==> config.mk <==
export PLATFORM = sky130hd
export DESIGN_NAME = skc_ctrl
export DESIGN_NICKNAME = d
export VERILOG_FILES = /design/src/rtl/skc_pkg.sv /design/src/rtl/skc_ctrl.sv
export SDC_FILE = /design/constraint.sdc
export NUM_CORES = 1
export LEC_CHECK = 0
export ABC_AREA = 1
export BUFFER_PORTS_ARGS = -buffer_cell sky130_fd_sc_hd__buf_2
export CORE_MARGIN = 5
export CORE_UTILIZATION = 51
export CTS_CLUSTER_DIAMETER = 120
export DETAILED_ROUTE_END_ITERATION = 16
export GPL_TIMING_DRIVEN = 0
export PLACE_DENSITY = 0.78
export SETUP_SLACK_MARGIN = 0.05
export SYNTH_ARGS = -nofsm -noshare
export SYNTH_HDL_FRONTEND = slang
export SYNTH_SLANG_ARGS = --single-unit
==> constraint.sdc <==
create_clock -name i_clk -period 1.8 [get_ports i_clk]
set_clock_uncertainty 0.05 [all_clocks]
set_input_delay 0.18 -clock i_clk [delete_from_list [all_inputs] [get_ports i_clk]]
set_output_delay 0.18 -clock i_clk [all_outputs]
set_load 0.03 [all_outputs]
==> src/rtl/skc_pkg.sv <==
// ----------------------------------------------------------------------------
// skc_pkg
// Types, constants and table functions of the soft-knee compressor gain block.
// ----------------------------------------------------------------------------
`default_nettype none

package skc_pkg;

    localparam int SAMPLE_BITS    = 24;
    localparam int FRAC_BITS      = 16;
    localparam int LOG_TABLE_BITS = 8;
    localparam int LVL_W          = 24;
    localparam int GAIN_W         = 24;
    localparam int Q30            = 30;
    localparam int CFG_IDX_W      = 3;
    localparam int CFG_DATA_W     = 24;
    localparam int TAB_N          = 1 << LOG_TABLE_BITS;
    localparam int MAG_W          = SAMPLE_BITS;
    localparam int POS_W          = $clog2(MAG_W);
    localparam int BIT_W          = $clog2(FRAC_BITS + 1);

    localparam logic signed [LVL_W-1:0] LVL_MAX = {1'b0, {(LVL_W-1){1'b1}}};
    localparam logic signed [LVL_W-1:0] LVL_MIN = {1'b1, {(LVL_W-1){1'b0}}};

    typedef enum logic [CFG_IDX_W-1:0] {
        REG_THRESHOLD = 3'd0,
        REG_KNEE      = 3'd1,
        REG_KNEE_COEF = 3'd2,
        REG_SLOPE     = 3'd3,
        REG_ATTACK    = 3'd4,
        REG_RELEASE   = 3'd5,
        REG_PRE_GAIN  = 3'd6,
        REG_POST_GAIN = 3'd7
    } t_reg_idx;

    typedef struct packed {
        logic signed [23:0] threshold;
        logic        [22:0] knee_width;
        logic signed [23:0] knee_coef;
        logic        [16:0] slope;
        logic        [15:0] attack_coef;
        logic        [15:0] release_coef;
        logic signed [23:0] pre_gain;
        logic signed [23:0] post_gain;
    } t_cfg;

    typedef enum logic [3:0] {
        OP_IDLE,
        OP_LOAD,
        OP_LOG,
        OP_PRE_ADD,
        OP_CURVE1,
        OP_KNEE_MUL,
        OP_CURVE2,
        OP_CURVE3,
        OP_SMOOTH1,
        OP_SMOOTH2,
        OP_EXP_INIT,
        OP_EXP_STEP,
        OP_EXP_FINAL
    } t_op;

    typedef struct packed {
        t_op               op;
        logic [BIT_W-1:0]  bit_idx;
    } t_cmd;

    typedef struct packed {
        logic exp_bit;
    } t_stat;

    function automatic logic [FRAC_BITS:0] log_tab(input int i);
        logic [63:0] y;
        logic [FRAC_BITS:0] acc;
        y = 64'(TAB_N + i) << (Q30 - LOG_TABLE_BITS);
        acc = '0;
        if (i >= TAB_N) begin
            acc = (FRAC_BITS+1)'(1) << FRAC_BITS;
        end else begin
            for (int b = 1; b <= FRAC_BITS; b++) begin
                y = (y * y) >> Q30;
                if (y >= (64'd2 << Q30)) begin
                    acc[FRAC_BITS-b] = 1'b1;
                    y = y >> 1;
                end
            end
        end
        return acc;
    endfunction

    function automatic logic [63:0] isqrt64(input logic [63:0] v_in);
        logic [63:0] v, r, b;
        v = v_in;
        r = '0;
        b = 64'd1 << 62;
        for (int k = 0; k < 32; k++) begin
            if (b > v) b = b >> 2;
        end
        for (int k = 0; k < 32; k++) begin
            if (b != 0) begin
                if (v >= r + b) begin
                    v = v - (r + b);
                    r = (r >> 1) + b;
                end else begin
                    r = r >> 1;
                end
                b = b >> 2;
            end
        end
        return r;
    endfunction

    function automatic logic [Q30+1:0] root_tab(input int idx);
        logic [63:0] r;
        r = 64'd2 << Q30;
        for (int b = 1; b <= FRAC_BITS; b++) begin
            if (b <= idx) r = isqrt64(r << Q30);
        end
        return r[Q30+1:0];
    endfunction

endpackage

`default_nettype wire

==> src/rtl/skc_ctrl.sv <==
// ----------------------------------------------------------------------------
// skc_ctrl
// Sequencer for one frame transaction and the output register handshake.
// ----------------------------------------------------------------------------
`default_nettype none

module skc_ctrl
    import skc_pkg::*;
(
    input  wire logic i_clk,
    input  wire logic i_rst_n,
    input  wire logic i_in_valid,
    output logic      o_in_ready,
    output logic      o_out_valid,
    input  wire logic i_out_ready,
    input  wire t_stat i_stat,
    output t_cmd      o_cmd
);

    typedef enum logic [2:0] {S_IDLE, S_RUN, S_EXP, S_FIN, S_OUT} t_state;

    t_state           r_state;
    t_op              r_op;
    logic [BIT_W-1:0] r_bit;
    logic             r_out_valid;

    assign o_in_ready  = (r_state == S_IDLE);
    assign o_out_valid = r_out_valid;
    // root multiply only where the fraction bit is set
    assign o_cmd.op      = (r_state == S_IDLE && i_in_valid) ? OP_LOAD :
                           (r_op == OP_EXP_STEP && !i_stat.exp_bit) ? OP_IDLE : r_op;
    assign o_cmd.bit_idx = r_bit;

    always_ff @(posedge i_clk) begin
        if (!i_rst_n) begin
            r_state     <= S_IDLE;
            r_op        <= OP_IDLE;
            r_bit       <= '0;
            r_out_valid <= 1'b0;
        end else begin
            unique case (r_state)
                S_IDLE: begin
                    if (i_in_valid) begin
                        r_state <= S_RUN;
                        r_op    <= OP_LOG;
                    end
                end
                S_RUN: begin
                    unique case (r_op)
                        OP_LOG:      r_op <= OP_PRE_ADD;
                        OP_PRE_ADD:  r_op <= OP_CURVE1;
                        OP_CURVE1:   r_op <= OP_KNEE_MUL;
                        OP_KNEE_MUL: r_op <= OP_CURVE2;
                        OP_CURVE2:   r_op <= OP_CURVE3;
                        OP_CURVE3:   r_op <= OP_SMOOTH1;
                        OP_SMOOTH1:  r_op <= OP_SMOOTH2;
                        OP_SMOOTH2:  r_op <= OP_EXP_INIT;
                        default: begin
                            r_op    <= OP_EXP_STEP;
                            r_bit   <= BIT_W'(1);
                            r_state <= S_EXP;
                        end
                    endcase
                end
                S_EXP: begin
                    if (r_bit == BIT_W'(FRAC_BITS)) begin
                        r_op    <= OP_EXP_FINAL;
                        r_bit   <= '0;
                        r_state <= S_FIN;
                    end else begin
                        r_bit <= r_bit + BIT_W'(1);
                    end
                end
                S_FIN: begin
                    r_op        <= OP_IDLE;
                    r_out_valid <= 1'b1;
                    r_state     <= S_OUT;
                end
                default: begin
                    if (i_out_ready) begin
                        r_out_valid <= 1'b0;
                        r_state     <= S_IDLE;
                    end
                end
            endcase
        end
    end

endmodule

`default_nettype wire

### Word level (Yosys, flattened, before mapping)

Cells that the tools add are included.

* $add $sub $neg: 1
* equal/unequal tests: 16
* multiplexer cells: 16
* bitwise logic cells: 1
* reduce and logical (&&, ||, !) cells: 14

Operators by type and width (count)
* case mux 4 bit (8 select lines): 1
* equality test 4 x 3 -> 1 bit, second input constant: 4
* two-way mux 4 bit: 4
* case mux 4 bit (4 select lines): 1
* equality test 4 bit, second input constant: 3
* two-way mux 3 bit: 4
* case mux 3 bit (4 select lines): 1
* two-way mux 5 bit: 2
* case mux 5 bit (2 select lines): 1
* equality test 4 x 2 -> 1 bit, second input constant: 2
* OR reduction 8 bit: 1
* equality test 3 x 2 -> 1 bit, second input constant: 2
* != test 2 bit, second input constant: 3
* adder 5 x 1 -> 5 bit, second input constant: 1
* equality test 5 bit, second input constant: 1
* nonzero test 5 bit: 1
* AND reduction 2 bit: 2
* AND reduction 4 bit: 1
* nonzero test 2 bit: 2
* nonzero test 4 bit: 1
* equality test 3 x 1 -> 1 bit, second input constant: 1
* zero test 3 bit: 1
* AND reduction 3 bit: 1
* OR reduction 3 bit: 1
* other kinds (5): 6

* bits in registers: 13
* input port bits: 5
* logic and storage cells: 52

### Logic depth before layout (Yosys ltp)

Gate-level depths: netlist of run 1.

* depth in word-level cells: 4
* mapped depth: 10
* gate-level depth less buffers: 10

### Worst setup path before layout of run 1

No wires, ideal clock.

* kind: flip-flop to output port
* from: register r_state[1]
* to: output o_cmd[6] (netlist bit)
* arrival time: 1.314 ns
* required time: 1.570 ns
* slack: 0.256 ns
* stages on the path, launching flop included: 5
* path buffers: 0
* cells stage by stage: dfxtp_1 > inv_2 > nand2_1 > nor2_1 > nor3_1

RTL lines
* from (decl): line skc_ctrl.sv:22 `t_state r_state;`
* from (signal assigned): line skc_ctrl.sv:36 `r_state <= S_IDLE;`
* from (signal assigned): line skc_ctrl.sv:44 `r_state <= S_RUN;`
* from (signal assigned): line skc_ctrl.sv:61 `r_state <= S_EXP;`
* to (decl): line skc_ctrl.sv:17 `output t_cmd o_cmd`

==> results of run 1 <==
## cells in the final DEF (no fill, tap or decap), drive strengths merged
cell | Yosys | routed
clkinv | 1 | 1
clkbuf | 0 | 4
o21ai | 7 | 7
nand4 | 2 | 2
nor2 | 14 | 14
a21oi | 10 | 10
inv | 25 | 25
nor3 | 4 | 4
or2 | 1 | 1
ha | 2 | 2
nand2 | 38 | 38
dfxtp | 13 | 13
nand3 | 15 | 15
buf | 0 | 15
## layout make-up
| class | instances | area (um^2) | area share, % |
|---|---|---|---|
| tap | 16 | 20.02 | 2.083 |
| timing repair buffer | 15 | 75.07 | 7.812 |
| multi-input combinational | 93 | 481.7 | 50.13 |
| clock buffer | 4 | 26.28 | 2.734 |
| inverter | 26 | 97.59 | 10.16 |
| sequential | 13 | 260.3 | 27.08 |
## final timing paths
kind / from / endpoint / depth (start not counted)
setup / recovery: r_state[2] / o_cmd[5] / 6
hold / removal: i_out_ready / r_state[2] / 4
setup reg to reg: r_bit[0] / r_state[0] / 10
hold reg to reg: o_out_valid / o_out_valid / 2
## report_power, final
group	total (uW)	internal, uW	leakage [uW]	switching [uW]
clock network	179	85.9	0.0000150	93.5
logic	942	304	0.000370	637
registers	469	369	0.000106	99.7
total	1590	760	0.000491	830
## worst reg2reg max path: stages, from the launching register on
cell and delay [ps]:
dfxtp_1 340, inv_1 90, ha_1 160, nand2_1 90, nor2_4 210, nor2_8 70
nor2_2 100, nand2_1 100, nand2_1 70, nand2_1 50, nor2_1 90
## cell families (layout without fill, tap and decap cells)
group	Yosys count	after routing	share of synthesized area, %
AND/OR/NAND/NOR	74	74	43.65
flip-flops	13	13	31.09
adder cells (fa/ha/maj)	2	2	2.989
buffers and inverters	26	45	11.66
AO/OA/AOI/OAI	17	17	10.61
## state kept, by name, summed over array words and instances, names as in the netlist
name,flops
r_bit,5
r_op,4
r_state,3
o_out_valid,1
## through the flow
stage               utilization [%]  instance area (um^2)  worst slack (ps)
floorplan                         -                 837.1             256.2
global placement              61.17                 932.1             422.9
detailed placement            61.17                 932.1             360.3
CTS                           62.89                 958.4             91.78
global route                  63.05                 960.9             71.87
finish                        63.05                 960.9             156.1
## per-layer routing
layer	global-route usage, %	vias up	share of wire [%]
met4	5.106	0	1.4
met5	0	-	0
met3	4.438	4	6.4
met1	17.50	364	47
met2	23.14	20	45
li1	-	453	-
## repair_timing
| action | 4_1_cts | 5_1_grt |
|---|---|---|
| setup endpoints to repair | 0 | 2 |
| hold buffers | 0 | 0 |
| resized for setup | 0 | 1 |
| setup buffers | 0 | 0 |
==> flow_summary.json, run 1 <==
{
  "status": "finished, final reports clean",
  "max_slew_margin_pct": 75.88,
  "drt-pass1-iter-count": 4,
  "worst_setup_path_end_kind": "output pin",
  "vias": 841,
  "nNetsFinal": 159,
  "fp.dieH_um": 50.51,
  "synth_edf_count": 0,
  "antenna_left": 0,
  "dp.cells": 163,
  "wl_per_cell_um": 10.34,
  "ys_ff_latch": 13,
  "critPathSlowestCell": "dfxtp_1",
  "yosysTopAreaCellShare_pct": 31.09,
  "cellPowerDensity_mw_per_mm2": 1655,
  "antenna_cells": 0,
  "routed_via_density": 5.036,
  "yosys.cell_count.top_type": "nand2_1",
  "root_buffer": "clkbuf_4",
  "ys_top_cells_by_count": "nand2_1 (36), inv_1 (17), dfxtp_1 (13), nand3_1 (13), nor2_1 (10)",
  "crit_type": "register to output pin",
  "synth_top_cell_by_area": "dfxtp_1",
  "maxSlewViolCount": 0,
  "tightestPinTransition_ps": 359.8,
  "period_share_pct": 91.33,
  "drive_gt1_share_pct": 25.17,
  "cp_common_cell": "nor2_2",
  "path_buf_inv": 2,
  "drc": 0,
  "htreeDepth": 1,
  "cts_sinks": 13,
  "dp_hpwl_um": 1380,
  "gp_congestion": 0.8719,
  "drt-total-wl_um": 1727,
  "setup_viol": 0,
  "ir_worst_vdd_mv": 0.8643,
  "grt_pass1_wl_um": 2918,
  "cts_buffers": 3,
  "synth_cell_types": 22,
  "synth_area_leaders": "dfxtp_1 (31%), nand2_1 (16%), nand3_1 (7.8%)",
  "hold_path.class": "input pin to register",
  "required_ps": 1570,
  "syn_area_per_cell_um2": 6.341,
  "max_freq_mhz": 608.3,
  "clkSlewWorstSetupHoldPaths_ps": 80,
  "fillCellCount": 154,
  "hold_violations": 0,
  "cts_tree": "done",
  "grt_max_degree": 9,
  "tns_ps": 0,
  "drt_first_iter_violations": 15,
  "dieArea_mm2": 0.002551,
  "hold_ws_ps": 133.2,
  "final_cell_count_no_fill": 167,
  "grt_overflow_total": 0,
  "syn_area_um2": 837.1,
  "grtUsageTotal_pct": 14.23,
  "num_rows": 14,
  "clock_path_buffers": 2,
  "syn-instance-count": 132,
  "area_growth_pct": 14.80,
  "die_x_um": 50.51,
  "antenna_found_initial": 0,
  "start_util_pct": 54.93,
  "synth_ff_type": "dfxtp_1",
  "insertion_delay_ps": 270,
  "yosysSeqAreaShare_pct": 31.09,
  "cp_top_family": "simple AND/OR/NAND/NOR gates",
  "max_stage_delay_ps": 360,
  "coreArea_mm2": 0.001524,
  "io_buffers": 15,
  "period_needed_ps": 1644,
  "rsz0062_at_grt": "false",
  "cp-start-kind": "register",
  "io-pin-count": 16,
  "yosysWarningCount": 0,
  "arrival_ps": 1410,
  "synthArstFlopShare_pct": 0,
  "crit_chain": "nor2_2, nand2_1, nor2_2, inv_1, o21ai_0, buf_2",
  "cp_max_fo": 4,
  "power_leakage_uw": 0.0004912,
  "grt_pass1_vias": 711,
  "fin_total_pwr_uw": 1590,
  "r2r_slack_ps": 340,
  "maxCapViolCount": 0,
  "syn_nets": 139
}
Note: power is estimated with default switching activity, not from simulation.
==> inputs of run 2 (changes only) <==
--- a/config.mk
+++ b/config.mk
@@ -5,14 +5,14 @@
 export SDC_FILE = /design/constraint.sdc
 export NUM_CORES = 1
 export LEC_CHECK = 0
-export ABC_AREA = 1
+export ABC_AREA = 0
 export BUFFER_PORTS_ARGS = -buffer_cell sky130_fd_sc_hd__buf_2
 export CORE_MARGIN = 5
 export CORE_UTILIZATION = 51
 export CTS_CLUSTER_DIAMETER = 120
 export DETAILED_ROUTE_END_ITERATION = 16
 export GPL_TIMING_DRIVEN = 0
-export PLACE_DENSITY = 0.78
+export PLACE_DENSITY = 0.79
 export SETUP_SLACK_MARGIN = 0.05
 export SYNTH_ARGS = -nofsm -noshare
 export SYNTH_HDL_FRONTEND = slang
==> flow_summary.json, run 2 <==
{
  "drt-pass1-iter-count": 4,
  "syn_area_um2": 772.0,
  "cts_hold_buf": 0,
  "r2r_slack_ps": 130,
  "yosysSeqAreaShare_pct": 33.71,
  "reg2reg_depth": 7,
  "grt_max_degree": 11,
  "drt_first_iter_violations": 14,
  "rsz0062_at_grt": "true",
  "nNetsFinal": 125,
  "coreArea_mm2": 0.001471,
  "drive_gt1_share_pct": 29.91,
  "start_util_pct": 52.47,
  "grtUsageTotal_pct": 14.68,
  "r2r-start": "r_bit[0]",
  "fillCellCount": 143,
  "largest_register": "r_bit",
  "setup_viol": 0,
  "gp_congestion": 0.8553,
  "max_slew_margin_pct": 68.77,
  "maxSlewViolCount": 0,
  "ir_worst_vdd_mv": 0.7467,
  "syn_area_per_cell_um2": 7.798,
  "antenna_left": 0,
  "fp.dieH_um": 48.91,
  "ys_top_cells_by_count": "a21oi_1 (13), dfxtp_1 (13), nand2_1 (12)",
  "synthArstFlopShare_pct": 0,
  "layout_common_cells": "buf_2 (15), a21oi_1 (13), nand2_1 (11)",
  "dp.cells": 130,
  "syn_nets": 106,
  "grt_pass1_vias": 658,
  "r2r_end": "r_bit[4]",
  "cts_buffers": 3,
  "area_growth_pct": 19.12,
  "routed_via_density": 5.632,
  "hold_path.class": "input pin to register",
  "cp_max_fo": 6,
  "drc": 0,
  "period_share_pct": 92.83,
  "holdPathStages": 3,
  "max_freq_mhz": 598.4,
  "vias": 749,
  "antenna_cells": 0,
  "period_needed_ps": 1671,
  "synth_top_cell_by_area": "dfxtp_1",
  "grt_pass1_wl_um": 2766,
  "tightestPinTransition_ps": 468.4,
  "arrival_ps": 1830,
  "yosysTopAreaCellShare_pct": 33.71,
  "io-pin-count": 16,
  "root_buffer": "clkbuf_4",
  "crit_type": "register to register",
  "hold_end": "r_bit[0]",
  "num_rows": 14,
  "hold_violations": 0,
  "power_leakage_uw": 0.0003828,
  "final_util_pct": 62.50,
  "drt-total-wl_um": 1614,
  "antenna_found_initial": 0,
  "worst_setup_path_end_kind": "register",
  "io_buffers": 15,
  "cts_tree": "done",
  "ys_ff_latch": 13,
  "clkSlewWorstSetupHoldPaths_ps": 80,
  "final_cell_count_no_fill": 133,
  "dp_hpwl_um": 1178,
  "status": "finished, final reports clean",
  "htreeDepth": 1,
  "clock_path_buffers": 2,
  "layout_commonest_cell": "buf_2",
  "synth_cell_types": 32,
  "fin_total_pwr_uw": 1469,
  "cellPowerDensity_mw_per_mm2": 1598,
  "largest_reg_flops": 5,
  "yosysWarningCount": 0,
  "reg.largest.list": "r_bit x5, r_op x4, r_state x3",
  "grt_overflow_total": 0,
  "min_from": "i_rst_n",
  "cts_sinks": 13,
  "insertion_delay_ps": 290,
  "synth_area_leaders": "dfxtp_1 (34%), a21oi_1 (8.4%), nand2_1 (5.8%)",
  "synth_edf_count": 0,
  "dieArea_mm2": 0.002392,
  "wl_per_cell_um": 12.14,
  "required_ps": 1960,
  "syn-instance-count": 99,
  "cp-start-kind": "register",
  "synth_ff_type": "dfxtp_1",
  "maxCapViolCount": 0,
  "tns_ps": 0,
  "die_x_um": 48.91
}
run 2: cells by family after synthesis:
| logic type | share of synthesized area (%) |
|---|---|
| flip-flops | 33.71 |
| AO/OA/AOI/OAI | 25.12 |
| AND/OR/NAND/NOR | 30.15 |
| adder cells (fa/ha/maj) | 3.241 |
| buffers and inverters | 4.376 |
| XOR/XNOR | 3.404 |
run 2: metrics by stage:
step                      cell area [um^2]  hold slack, ps  setup WS, ps
after global routing                 919.6           86.30         26.56
after global placement               879.6           384.6         46.12
after floorplan                      784.5           236.3         56.66
after detailed placement             879.6           384.7         15.44
after CTS                            918.4           72.79         62.87
final                                919.6           79.43         129.0
run 2: how the worst max path moves through the flow:
| stage | slack, ps | end | cells after the start | startpoint |
|---|---|---|---|---|
| 2_1_floorplan | 60 | r_bit[4] | 7 | r_bit[0] |
| 3_3_place_gp | 50 | r_bit[4] | 7 | r_bit[0] |
| 3_5_place_dp | 20 | r_bit[4] | 7 | r_bit[0] |
| 4_1_cts | 60 | r_bit[4] | 7 | r_bit[0] |
| 5_1_grt | 30 | r_bit[4] | 7 | r_bit[1] |
| 6_report | 130 | r_bit[4] | 7 | r_bit[0] |
run 2: report_power, final:
| part | internal [uW] | leakage (uW) | total [uW] | switching, uW |
|---|---|---|---|---|
| Sequential | 366 | 0.000108 | 458 | 91.8 |
| Clock | 86.2 | 0.0000150 | 184 | 98.1 |
| Combinational | 298 | 0.000260 | 827 | 529 |
run 2: cell type report:
cell class	count	area, um^2	share of cell area, %
multi-input cells	77	488.0	53.06
flip-flops and latches	13	269.0	29.25
repair buffers	17	90.09	9.796
clock buffers	4	26.28	2.857
well taps	16	20.02	2.177
plain buffers	3	15.01	1.633
inverters	3	11.26	1.224
run 2: repair_timing:
item	in CTS	in global routing
gates resized for setup	1	7
endpoints found under the setup margin	5	11
pin swaps	2	1
setup buffers	2	0
run 2: routing by layer:
layer  up-vias  track usage [%]  part of all wire, %
li1        388                -                    -
met1       339            16.42                   45
met2        19            23.26                   48
met3         3            6.116                  6.1
met4         0            8.072                  1.4
met5         -                0                    0
run 2: critical path, stage by stage, from the launching register on:
cell      delay [ps]
dfxtp_4          350
inv_2             40
ha_2             160
and4bb_1         210
a211o_1          320
o21ai_4          210
nand2_2           70
o32ai_2          190
==> inputs of run 3 (changes only) <==
--- a/config.mk
+++ b/config.mk
@@ -12,7 +12,7 @@
 export CTS_CLUSTER_DIAMETER = 120
 export DETAILED_ROUTE_END_ITERATION = 16
 export GPL_TIMING_DRIVEN = 0
-export PLACE_DENSITY = 0.79
+export PLACE_DENSITY = 0.71
 export SETUP_SLACK_MARGIN = 0.05
 export SYNTH_ARGS = -nofsm -noshare
 export SYNTH_HDL_FRONTEND = slang
==> flow_summary.json, run 3 (synthesis gave the netlist of run 2 again) <==
{
  "place_ws_ps": -19.28,
  "dieArea_mm2": 0.002392,
  "holdPathStages": 3,
  "num_rows": 14,
  "r2r_end": "r_bit[4]",
  "maxSlewViolCount": 0,
  "routed_via_density": 5.681,
  "coreArea_mm2": 0.001471,
  "min_from": "i_rst_n",
  "required_ps": 1950,
  "hold_path.class": "input pin to register",
  "cts_sinks": 13,
  "cp_max_fo": 6,
  "insertion_delay_ps": 270,
  "setup_viol": 0,
  "fp.dieH_um": 48.91,
  "layout_common_cells": "buf_2 (15), a21oi_1 (13), nand2_1 (12)",
  "grtUsageTotal_pct": 15.37,
  "io-pin-count": 16,
  "vias": 767,
  "antenna_left": 0,
  "r2r-start": "r_bit[1]",
  "tightestPinTransition_ps": 515.5,
  "drive_gt1_share_pct": 30.25,
  "antenna_cells": 0,
  "max_freq_mhz": 579.4,
  "hold_end": "r_bit[0]",
  "hold_violations": 0,
  "max_slew_margin_pct": 65.63,
  "period_needed_ps": 1726,
  "arrival_ps": 1870,
  "wl_per_cell_um": 12.93,
  "root_buffer": "clkbuf_4",
  "io_buffers": 15,
  "grt_overflow_total": 0,
  "worst_setup_path_end_kind": "register",
  "period_share_pct": 95.89,
  "postPlaceCellArea_um2": 879.6,
  "ir_worst_vdd_mv": 0.8705,
  "drt_first_iter_violations": 22,
  "grt_max_degree": 11,
  "reg2reg_depth": 7,
  "cellPowerDensity_mw_per_mm2": 1591,
  "cts_tree": "done",
  "grt_pass1_wl_um": 2877,
  "drt-total-wl_um": 1745,
  "power_leakage_uw": 0.0003922,
  "crit_type": "register to register",
  "area_growth_pct": 21.88,
  "htreeDepth": 1,
  "reg.largest.list": "r_bit x5, r_op x4, r_state x3",
  "dp_hpwl_um": 1290,
  "layout_commonest_cell": "buf_2",
  "die_x_um": 48.91,
  "clock_path_buffers": 2,
  "nNetsFinal": 127,
  "rsz0062_at_grt": "true",
  "largest_register": "r_bit",
  "layout_setup_ws_ps": 73.94,
  "status": "finished, final reports clean",
  "gp_congestion": 0.8092,
  "start_util_pct": 52.47,
  "antenna_found_initial": 0,
  "grt_pass1_vias": 642,
  "drt-pass1-iter-count": 4,
  "r2r_slack_ps": 70,
  "clkSlewWorstSetupHoldPaths_ps": 80,
  "cts_buffers": 3,
  "drc": 0,
  "largest_reg_flops": 5,
  "cp-start-kind": "register",
  "maxCapViolCount": 0,
  "finalInstanceArea_um2": 940.9
}
[run 3: cell count changes in the layout (fill, tap and decap cells not counted), sizes merged]
cell and delta:
clkbuf +1, buf +1
[run 3: through the flow]
| stage | power, uW | cells | util, % | setup TNS (ps) | hold slack, ps |
|---|---|---|---|---|---|
| final | 1497 | 135 | 63.95 | 0 | 100.8 |
| after floorplan | 1089 | 99 | - | 0 | 236.3 |
| after global routing | 1626 | 135 | 63.95 | 0 | 90.20 |
| after CTS | 1482 | 135 | 62.42 | 0 | 91.09 |
| after detailed placement | 1277 | 130 | 59.78 | -19.28 | 391.6 |
| after global placement | 1262 | 130 | 59.78 | 0 | 387.5 |
[run 3: area by class of cell]
type | instances | area [um^2]
Fill cell | 134 | 530.5
Timing Repair Buffer | 18 | 97.59
Multi-Input combinational cell | 77 | 498.0
Sequential cell | 13 | 269.0
Clock buffer | 4 | 26.28
Tap cell | 16 | 20.02
Buffer | 4 | 18.77
Inverter | 3 | 11.26
[run 3: what timing repair did]
item,in CTS,in global routing
hold buffers,0,0
buffers inserted,2,1
pin swaps,2,4
hold endpoints to repair,0,0
setup endpoints to repair,10,12
gates resized for setup,1,8
[run 3: how the worst max path moves through the flow]
stage                         from        to  slack (ps)  cells after the start
after floorplan           r_bit[0]  r_bit[4]          60                      7
after global placement    r_bit[0]  r_bit[4]          20                      7
after detailed placement  r_bit[0]  r_bit[4]         -20                      7
after CTS                 r_bit[1]  r_bit[4]           9                      7
after global routing      r_bit[1]  r_bit[4]           8                      7
final                     r_bit[1]  r_bit[4]          70                      7
[run 3: report_power, final]
part           leakage (uW)  switching [uW]  internal, uW
logic              0.000269             554           318
registers          0.000108            79.1           366
clock network     0.0000150            94.8          85.9
[run 3: worst max-delay path: stages (launching register included)]
cell	delay, ps
dfxtp_4	360
inv_2	40
ha_4	140
and4bb_1	200
a211o_1	360
o21ai_4	210
nand2_1	90
o32ai_2	180
[run 3: layer usage]
metal  global-route usage [%]  vias up  wire length (um)
met5                        0        -                 0
met1                    20.11      350               808
met4                    9.417        0                40
li1                         -      392                 -
met2                    22.39       20               820
met3                    3.670        5                76
